File: config.mk
export PLATFORM = sky130hd
export DESIGN_NAME = multi_timer_scheduler_unit
export DESIGN_NICKNAME = d
export VERILOG_FILES = /design/src/design/mts_pkg.sv /design/src/design/mts_front.sv /design/src/design/mts_back.sv /design/src/design/multi_timer_scheduler_unit.sv
export SDC_FILE = /design/constraint.sdc
export NUM_CORES = 2
export LEC_CHECK = 0
export ABC_AREA = 1
export BUFFER_PORTS_ARGS = -buffer_cell sky130_fd_sc_hd__buf_2
export CAP_MARGIN = 20
export CORE_MARGIN = 2
export CORE_UTILIZATION = 55
export CTS_CLUSTER_DIAMETER = 40
export DETAILED_ROUTE_END_ITERATION = 8
export PLACE_DENSITY = 0.71
export SYNTH_ARGS = -nofsm -noshare
export SYNTH_HDL_FRONTEND = slang
export SYNTH_HIERARCHICAL = 1
export SYNTH_SLANG_ARGS = --single-unit
File: constraint.sdc
create_clock -name clk -period 40.3 [get_ports clk]
set_input_delay 2.015 -clock clk [delete_from_list [all_inputs] [get_ports clk]]
set_output_delay 2.015 -clock clk [all_outputs]
set_load 0.05 [all_outputs]
File: src/design/mts_pkg.sv
package mts_pkg;

  // Command codes of an input transaction.
  localparam logic [1:0] CMD_SET  = 2'd0;
  localparam logic [1:0] CMD_KILL = 2'd1;
  localparam logic [1:0] CMD_TICK = 2'd2;

  // Status codes of a result transaction.
  localparam logic [1:0] ST_DONE       = 2'd0;
  localparam logic [1:0] ST_NO_SLOT    = 2'd1;
  localparam logic [1:0] ST_KILL_IGN   = 2'd2;
  localparam logic [1:0] ST_LIST_EMPTY = 2'd3;

  typedef struct packed {
    logic [1:0]  cmd;
    logic [31:0] period;
    logic [31:0] repeat_count;
    logic [31:0] user_tag;
    logic [3:0]  target_slot;
    logic [31:0] now_time;
    logic        accept_fire;
  } in_item_t;

  typedef struct packed {
    logic [1:0]  status;
    logic [3:0]  slot_number;
    logic        fired;
    logic [31:0] fired_tag;
    logic        retired;
  } out_item_t;

  // Operation class decided by the front end.
  typedef enum logic [1:0] {
    OP_SET,
    OP_KILL,
    OP_TICK,
    OP_NOP
  } op_t;

  typedef struct packed {
    op_t      op;
    in_item_t item;
  } q_item_t;

  // Back-end sequencer states.
  typedef enum logic {
    BK_READ,
    BK_EXEC
  } bk_state_t;

endpackage

File: src/design/mts_front.sv
module mts_front (
  input  logic              clk,
  input  logic              rst_n,
  input  logic              in_valid,
  output logic              in_ready,
  input  mts_pkg::in_item_t in_data,
  output logic              q_valid,
  input  logic              q_ready,
  output mts_pkg::q_item_t  q_data
);
  import mts_pkg::*;

  q_item_t    buf_r [2];
  logic       wr_ptr_r, wr_ptr_nxt;
  logic       rd_ptr_r, rd_ptr_nxt;
  logic [1:0] count_r, count_nxt;
  logic       push, pop;
  q_item_t    entry;

  // Classify the command of each incoming transaction.
  always_comb begin
    entry.item = in_data;
    case (in_data.cmd)
      CMD_SET:  entry.op = OP_SET;
      CMD_KILL: entry.op = OP_KILL;
      CMD_TICK: entry.op = OP_TICK;
      default:  entry.op = OP_NOP;
    endcase
  end

  // Two-entry queue toward the back end.
  assign in_ready = (count_r != 2'd2);
  assign q_valid  = (count_r != 2'd0);
  assign q_data   = buf_r[rd_ptr_r];
  assign push     = in_valid && in_ready;
  assign pop      = q_valid && q_ready;

  always_comb begin
    wr_ptr_nxt = push ? ~wr_ptr_r : wr_ptr_r;
    rd_ptr_nxt = pop ? ~rd_ptr_r : rd_ptr_r;
    count_nxt  = count_r + {1'b0, push} - {1'b0, pop};
  end

  always_ff @(posedge clk) begin
    if (!rst_n) begin
      wr_ptr_r <= 1'b0;
      rd_ptr_r <= 1'b0;
      count_r  <= 2'd0;
    end else begin
      wr_ptr_r <= wr_ptr_nxt;
      rd_ptr_r <= rd_ptr_nxt;
      count_r  <= count_nxt;
    end
  end

  always_ff @(posedge clk) begin
    if (push) begin
      buf_r[wr_ptr_r] <= entry;
    end
  end

endmodule

File: src/design/mts_back.sv
module mts_back #(
  parameter int TIMER_SLOTS = 16,
  parameter int TIME_BITS   = 32
) (
  input  logic               clk,
  input  logic               rst_n,
  input  logic               q_valid,
  output logic               q_ready,
  input  mts_pkg::q_item_t   q_data,
  output logic               out_valid,
  input  logic               out_ready,
  output mts_pkg::out_item_t out_data
);
  import mts_pkg::*;

  localparam int SW = (TIMER_SLOTS > 1) ? $clog2(TIMER_SLOTS) : 1;

  // Slot record and link memories.
  logic [31:0]          int_mem  [TIMER_SLOTS];
  logic [31:0]          rem_mem  [TIMER_SLOTS];
  logic [TIME_BITS-1:0] base_mem [TIMER_SLOTS];
  logic [31:0]          tag_mem  [TIMER_SLOTS];
  logic [SW-1:0]        fwd_mem  [TIMER_SLOTS];
  logic [SW-1:0]        bwd_mem  [TIMER_SLOTS];

  logic [31:0]          int_q, rem_q, tag_q;
  logic [TIME_BITS-1:0] base_q;
  logic [SW-1:0]        fwd_q, bwd_q;

  bk_state_t state_r, state_nxt;
  logic      pop, exec_fire;

  logic [TIMER_SLOTS-1:0] in_use_r, in_use_nxt;
  logic [SW-1:0]          head_r, head_nxt, tail_r, tail_nxt, scan_pos_r, scan_pos_nxt;
  logic                   nonempty_r, nonempty_nxt, scan_valid_r, scan_valid_nxt;

  op_t           op_r;
  in_item_t      item_r;
  logic [SW-1:0] s_r;
  logic          full_r, empty_r, kill_ok_r;

  logic          out_valid_r;
  out_item_t     out_data_r;

  // Front-of-back decode signals.
  logic [SW-1:0]   free_idx, sel_s, tgt_idx;
  logic            free_found, restart, tgt_in_range;
  logic [SW+3:0]   tgt_ext;

  // Execute-cycle signals.
  out_item_t            res;
  logic                 do_adv, do_unlink, retire, due;
  logic                 rec_we, fwd_we, bwd_we;
  logic [31:0]          rec_int, rec_rem, rec_tag;
  logic [TIME_BITS-1:0] rec_base, now_t, diff;
  logic [TIME_BITS+31:0] now_ext;
  logic [SW-1:0]        fwd_waddr, fwd_wdata, bwd_waddr, bwd_wdata;
  logic [SW+3:0]        slot_ext;

  // Sequencer next state.
  always_comb begin
    state_nxt = state_r;
    case (state_r)
      BK_READ: if (q_valid) state_nxt = BK_EXEC;
      BK_EXEC: if (!out_valid_r || out_ready) state_nxt = BK_READ;
      default: state_nxt = BK_READ;
    endcase
  end

  // Sequencer outputs.
  always_comb begin
    pop       = 1'b0;
    exec_fire = 1'b0;
    case (state_r)
      BK_READ: pop = q_valid;
      BK_EXEC: exec_fire = !out_valid_r || out_ready;
      default: ;
    endcase
  end
  assign q_ready = (state_r == BK_READ);

  // Lowest free slot.
  always_comb begin
    free_found = 1'b0;
    free_idx   = '0;
    for (int i = TIMER_SLOTS - 1; i >= 0; i--) begin
      if (!in_use_r[i]) begin
        free_found = 1'b1;
        free_idx   = SW'(i);
      end
    end
  end

  // Pick the slot that this transaction works on.
  assign tgt_ext      = {{SW{1'b0}}, q_data.item.target_slot};
  assign tgt_idx      = tgt_ext[SW-1:0];
  assign tgt_in_range = (tgt_ext < (SW+4)'(TIMER_SLOTS));
  assign restart      = !scan_valid_r || !in_use_r[scan_pos_r];

  always_comb begin
    case (q_data.op)
      OP_SET:  sel_s = free_idx;
      OP_KILL: sel_s = tgt_idx;
      OP_TICK: sel_s = restart ? head_r : scan_pos_r;
      default: sel_s = '0;
    endcase
  end

  always_ff @(posedge clk) begin
    if (pop) begin
      op_r      <= q_data.op;
      item_r    <= q_data.item;
      s_r       <= sel_s;
      full_r    <= !free_found;
      empty_r   <= restart && !nonempty_r;
      kill_ok_r <= tgt_in_range && in_use_r[tgt_idx];
      int_q     <= int_mem[sel_s];
      rem_q     <= rem_mem[sel_s];
      base_q    <= base_mem[sel_s];
      tag_q     <= tag_mem[sel_s];
      fwd_q     <= fwd_mem[sel_s];
      bwd_q     <= bwd_mem[sel_s];
    end
  end

  // Execute one command on the slot and its links.
  assign now_ext  = {{TIME_BITS{1'b0}}, item_r.now_time};
  assign now_t    = now_ext[TIME_BITS-1:0];
  assign diff     = now_t - base_q;
  assign due      = ({{32{1'b0}}, diff} >= {{TIME_BITS{1'b0}}, int_q});
  assign slot_ext = {4'b0000, s_r};

  always_comb begin
    head_nxt       = head_r;
    tail_nxt       = tail_r;
    nonempty_nxt   = nonempty_r;
    scan_pos_nxt   = scan_pos_r;
    scan_valid_nxt = scan_valid_r;
    in_use_nxt     = in_use_r;
    rec_we         = 1'b0;
    rec_int        = int_q;
    rec_rem        = rem_q;
    rec_tag        = tag_q;
    rec_base       = base_q;
    fwd_we         = 1'b0;
    fwd_waddr      = s_r;
    fwd_wdata      = s_r;
    bwd_we         = 1'b0;
    bwd_waddr      = s_r;
    bwd_wdata      = s_r;
    res            = '0;
    do_adv         = 1'b0;
    do_unlink      = 1'b0;
    retire         = 1'b0;
    case (op_r)
      OP_SET: begin
        if (full_r) begin
          res.status = ST_NO_SLOT;
        end else begin
          in_use_nxt[s_r] = 1'b1;
          rec_we          = 1'b1;
          rec_int         = item_r.period;
          rec_rem         = item_r.repeat_count;
          rec_tag         = item_r.user_tag;
          rec_base        = now_t;
          if (nonempty_r) begin
            bwd_we    = 1'b1;
            bwd_wdata = tail_r;
            fwd_we    = 1'b1;
            fwd_waddr = tail_r;
            fwd_wdata = s_r;
          end else begin
            head_nxt     = s_r;
            nonempty_nxt = 1'b1;
          end
          tail_nxt        = s_r;
          res.slot_number = slot_ext[3:0];
        end
      end
      OP_KILL: begin
        res.slot_number = item_r.target_slot;
        if (!kill_ok_r) begin
          res.status = ST_KILL_IGN;
        end else begin
          do_adv      = scan_valid_r && (scan_pos_r == s_r);
          do_unlink   = 1'b1;
          res.retired = 1'b1;
        end
      end
      OP_TICK: begin
        if (empty_r) begin
          scan_valid_nxt = 1'b0;
          scan_pos_nxt   = '0;
          res.status     = ST_LIST_EMPTY;
        end else begin
          res.slot_number = slot_ext[3:0];
          do_adv          = 1'b1;
          if (due) begin
            res.fired     = 1'b1;
            res.fired_tag = tag_q;
            if (item_r.accept_fire) begin
              rec_we   = 1'b1;
              rec_base = now_t;
              if (rem_q != 32'd0) begin
                rec_rem = rem_q - 32'd1;
                retire  = (rem_q == 32'd1);
              end
            end else begin
              retire = 1'b1;
            end
            do_unlink   = retire;
            res.retired = retire;
          end
        end
      end
      default: ;
    endcase

    // Move the scan past the slot before it is unlinked.
    if (do_adv) begin
      if (s_r == tail_r) begin
        scan_valid_nxt = 1'b0;
        scan_pos_nxt   = '0;
      end else begin
        scan_valid_nxt = 1'b1;
        scan_pos_nxt   = fwd_q;
      end
    end

    // Remove the slot from the list and free it.
    if (do_unlink) begin
      in_use_nxt[s_r] = 1'b0;
      if ((s_r == head_r) && (s_r == tail_r)) begin
        nonempty_nxt = 1'b0;
        head_nxt     = '0;
        tail_nxt     = '0;
      end else if (s_r == head_r) begin
        head_nxt = fwd_q;
      end else if (s_r == tail_r) begin
        tail_nxt = bwd_q;
      end else begin
        fwd_we    = 1'b1;
        fwd_waddr = bwd_q;
        fwd_wdata = fwd_q;
        bwd_we    = 1'b1;
        bwd_waddr = fwd_q;
        bwd_wdata = bwd_q;
      end
    end
  end

  // Memory writes at commit.
  always_ff @(posedge clk) begin
    if (exec_fire && rec_we) begin
      int_mem[s_r]  <= rec_int;
      rem_mem[s_r]  <= rec_rem;
      base_mem[s_r] <= rec_base;
      tag_mem[s_r]  <= rec_tag;
    end
    if (exec_fire && fwd_we) begin
      fwd_mem[fwd_waddr] <= fwd_wdata;
    end
    if (exec_fire && bwd_we) begin
      bwd_mem[bwd_waddr] <= bwd_wdata;
    end
  end

  // Control state and result register.
  always_ff @(posedge clk) begin
    if (!rst_n) begin
      state_r      <= BK_READ;
      in_use_r     <= '0;
      head_r       <= '0;
      tail_r       <= '0;
      nonempty_r   <= 1'b0;
      scan_pos_r   <= '0;
      scan_valid_r <= 1'b0;
      out_valid_r  <= 1'b0;
    end else begin
      state_r <= state_nxt;
      if (exec_fire) begin
        in_use_r     <= in_use_nxt;
        head_r       <= head_nxt;
        tail_r       <= tail_nxt;
        nonempty_r   <= nonempty_nxt;
        scan_pos_r   <= scan_pos_nxt;
        scan_valid_r <= scan_valid_nxt;
        out_valid_r  <= 1'b1;
      end else if (out_ready) begin
        out_valid_r <= 1'b0;
      end
    end
  end

  always_ff @(posedge clk) begin
    if (exec_fire) begin
      out_data_r <= res;
    end
  end

  assign out_valid = out_valid_r;
  assign out_data  = out_data_r;

endmodule

File: src/design/multi_timer_scheduler_unit.sv
// Timer table with slots chained in insertion order.
// Input channel in_valid/in_ready/in_data carries set, kill and tick
// commands; each transaction yields exactly one result transaction on
// out_valid/out_ready/out_data, in order.
// A set takes the lowest free slot and appends it to the list; a kill frees
// an active slot; a tick examines the next timer of the round-robin scan and
// fires it when now minus its base time reaches its period.
// The front end classifies commands into a two-entry queue. The back end
// sequencer handles each command in BK_READ, which reads the slot record and
// links from the slot memories, then in BK_EXEC, which updates them and
// registers the result. It takes the next command from the queue only after
// the current one has executed; meanwhile the queue accepts commands until full.
// When the receiver stalls, the result register holds, the sequencer waits
// and the queue fills; in_ready falls once two commands are queued.
// Reset (synchronous, rst_n low) empties the queue, frees every slot and
// invalidates the scan; slot memories need no clearing.
module multi_timer_scheduler_unit #(
  parameter int TIMER_SLOTS = 16,
  parameter int TIME_BITS   = 32
) (
  input  logic               clk,
  input  logic               rst_n,
  input  logic               in_valid,
  output logic               in_ready,
  input  mts_pkg::in_item_t  in_data,
  output logic               out_valid,
  input  logic               out_ready,
  output mts_pkg::out_item_t out_data
);
  import mts_pkg::*;

  logic    q_valid, q_ready;
  q_item_t q_data;

  mts_front u_front (
    .clk      (clk),
    .rst_n    (rst_n),
    .in_valid (in_valid),
    .in_ready (in_ready),
    .in_data  (in_data),
    .q_valid  (q_valid),
    .q_ready  (q_ready),
    .q_data   (q_data)
  );

  mts_back #(
    .TIMER_SLOTS (TIMER_SLOTS),
    .TIME_BITS   (TIME_BITS)
  ) u_back (
    .clk       (clk),
    .rst_n     (rst_n),
    .q_valid   (q_valid),
    .q_ready   (q_ready),
    .q_data    (q_data),
    .out_valid (out_valid),
    .out_ready (out_ready),
    .out_data  (out_data)
  );

`ifndef SYNTH
  // An empty-list tick neither fires nor frees a slot.
  a_empty_quiet: assert property (@(posedge clk) disable iff (!rst_n)
    out_valid && (out_data.status == ST_LIST_EMPTY) |-> !out_data.fired && !out_data.retired)
    else $error("empty-list result fired or retired");

  // A result that did not fire carries no tag.
  a_tag_zero: assert property (@(posedge clk) disable iff (!rst_n)
    out_valid && !out_data.fired |-> (out_data.fired_tag == 32'd0))
    else $error("tag on a result that did not fire");

  // A refused set reports slot zero and frees nothing.
  a_full_quiet: assert property (@(posedge clk) disable iff (!rst_n)
    out_valid && (out_data.status == ST_NO_SLOT) |->
      (out_data.slot_number == 4'd0) && !out_data.retired && !out_data.fired)
    else $error("table-full result not clean");
`endif

endmodule

==> summary.md <==
| Metric | Value |
|---|---|
| End of the worst register-to-register path | u_back/int_mem[5][30]$_DFFE_PP_ |
| Final nets | 11.4k |
| Critical path type | register to register |
| Vias in the first global route | ~82k |
| Worst-skew pair later-pin latency | between 900 and 1000 ps |
| Worst-Margin Slew | 1320 ps |
| Multi-input gate area | between 20,000 and 30,000 µm² |
| Clock Tree Buf Depth | 4 |
| Die Height | 474 µm |
| Setup-failing EPs final | 0 |
| Sink Count | between 2k and 3k |
| Tmin final | 9320 ps |
| Core Area | 220,000 µm² |
| Clock transition at path regs | 60 ps |
| CTS tree | built |
| Fraction of layout instances using a drive strength above 1 | 10.7% |
| Status | finished clean |
| Worst reg2reg path depth | 32 |
| Final Cycle Share | between 20% and 30% |
| DPL Wire Length | between 150,000 and 200,000 µm |
| Crit start category | register |
| GRT overflow | 0 |
| Crit path max fanout | 36 |
| Max transition margin | 11.7% |
| Drc violations | 0 |
| Filler cells | 16.3k |
| Mean Syn Cell Area | about 11 µm² |
| Ports | 181 |
| Final ANT Viol Nets | 0 |
| Net count after synthesis | 11.3k |
| RSZ-0062 raised after global routing | no |
| CP Capture Type | register |
| Hold Crit Start | u_front/buf_r[0][89]$_DFFE_PP_ |
| Vias per inst | 5.83 |
| Final Skew | 82.5 ps |
| Fin. Hold Viols | 0 |
| Final slew viol count | 0 |
| Synthesized area | ~120,000 µm² |
| Avg WL per Cell | roughly 22 µm |
| Port Buffer Count | 180 |
| Gr usage total | 28.3% |
| Die W | 474 µm |
| Worst flop-to-flop path startpoint | u_back/now_t[0]$_DFFE_PP_ |
| Fin Hold WS | approximately 510 ps |
| Hold buffers post-CTS | 0 |
| Initial Util | 55.3% |
| Area growth from synthesis to layout | 14.1% |
| TritonCTS Buffers | 400 |
| H-tree Lvls | 5 |
| Hold Crit Depth | 1 |
| Min-delay worst type | register to register |
| YS warnings | 6 |
| Worst path arrival time | 9900 ps |
| Hold Path End | u_back/item_r[89]$_DFFE_PP_ |
| Max-cap violations | 0 |
| Largest net degree at the start of global routing | a little under 200 |
| Post-CTS resize count | 0 |
| Slowest stage cell, crit path | nor2_4 |
| FP Rows | 172 |
| Max Freq | between 100 and 150 MHz |
| Static Leak | approximately 55 nW |
| DR iter-0 viols | 10.9k |
| Post-CTS repair timing setup buffer count | 0 |
| CTS Root Cell | clkbuf_16 |
| Max IR drop VDD | 0.0592 mV |
| Pwr/cell area | about 78 nW/µm² |
| Reg area | between 80,000 and 90,000 µm² |
| Setup TNS | 0 ps |
| Initial antenna violation count | 13 |
| R2R Setup Slk | around 31,000 ps |
| Via count | approximately 84k |
| Post-synthesis instance total | about 11k |
| Drt first pass iters | 9 |
| GP Congestion | 0.890 |
| Max incr delay on CP | 840 ps |
| Final WL | 322,000 µm |
| First-pass GRT wire length | 487,000 µm |
| Die area | 225,000 µm² |
| Worst Path Required | approximately 41,000 ps |
## registers in the layout (all words and copies together), names as in the netlist, 16 cells and up, named ones only
signal,flops
u_back/base_mem,512
u_back/int_mem,512
u_back/rem_mem,512
u_back/tag_mem,512
u_front/buf_r,270
u_back/item_r,101
u_back/bwd_mem,64
u_back/fwd_mem,64
u_back/out_data,40
u_back/base_q,32
u_back/int_q,32
u_back/now_t,32
u_back/rem_q,32
u_back/tag_q,32
u_back/in_use_r,16
## per-layer routing
metal  GRT usage (%)  vias to the layer above  routed length [µm]
met2            45.1                     4866              152000
met3            4.82                      659               32400
met4            11.6                        6               11900
met1            38.6                    40600              126000
met5               0                        -                  37
li1                -                    38200                   -
## cell type report
class	count	share of cell area [%]
Tap cell	2958	2.67
Sequential cell	2801	60.4
Clock buffer	438	7.35
Timing Repair Buffer	402	2.01
Multi-Input combinational cell	6208	21.4
Inverter	1379	3.76
Antenna cell	4	0.00722
Clock inverter	278	2.41
## worst max-delay path, delay by kind of cell (launching register included)
family                   cells  cell delay, ps
buffers and inverters        9            2910
AO/OA/AOI/OAI                7            1830
flip-flops                   1             400
adder cells (fa/ha/maj)      3             820
AND/OR/NAND/NOR             13            2890
## how the worst max path moves through the flow
| stage | cells after the start | start | endpoint | slack, ps |
|---|---|---|---|---|
| 2_1_floorplan | 4 | u_front/count_r[1]$_SDFF_PN0_ | u_back/base_q[0]$_DFFE_PP_ | 27220 |
| 3_3_place_gp | 32 | u_back/now_t[0]$_DFFE_PP_ | u_back/base_mem[5][25]$_DFFE_PP_ | 30950 |
| 3_5_place_dp | 32 | u_back/now_t[0]$_DFFE_PP_ | u_back/base_mem[5][25]$_DFFE_PP_ | 31030 |
| 4_1_cts | 32 | u_back/now_t[0]$_DFFE_PP_ | u_back/rem_mem[5][29]$_DFFE_PP_ | 30970 |
| 5_1_grt | 32 | u_back/now_t[0]$_DFFE_PP_ | u_back/int_mem[5][30]$_DFFE_PP_ | 30400 |
| 6_report | 32 | u_back/now_t[0]$_DFFE_PP_ | u_back/int_mem[5][30]$_DFFE_PP_ | 30980 |
## metrics by stage
step	cell area (µm²)	power (W)	util (%)	std cells	setup slack (ps)
CTS	139000	0.0108	63.0	14400	30970
global placement	125000	0.00720	56.8	13700	30950
finish	139000	0.0108	63.1	14500	30980
floorplan	122000	0.00619	-	11000	27220
global route	139000	0.0113	63.1	14500	30400
detailed placement	125000	0.00726	56.9	13700	31030
## report_power, final
part           internal, W  total (W)  switching, W  leakage (nW)
logic             0.000786    0.00308       0.00229          23.2
clock network      0.00221    0.00353       0.00131          6.50
registers          0.00407    0.00422      0.000147          25.4
total              0.00707     0.0108       0.00375          55.2
## placed cells by master (no fill, tap or decap), drive strengths merged, types with 133 or more instances in the layout
| cell | count |
|---|---|
| nand3 | 2519 |
| nor2 | 232 |
| o21ai | 196 |
| edfxtp | 2764 |
| a21oi | 133 |
| buf | 401 |
| clkbuf | 439 |
| mux2 | 135 |
| nand2 | 2673 |
| inv | 1432 |
No activity file was read; power rests on OpenSTA's default activity.
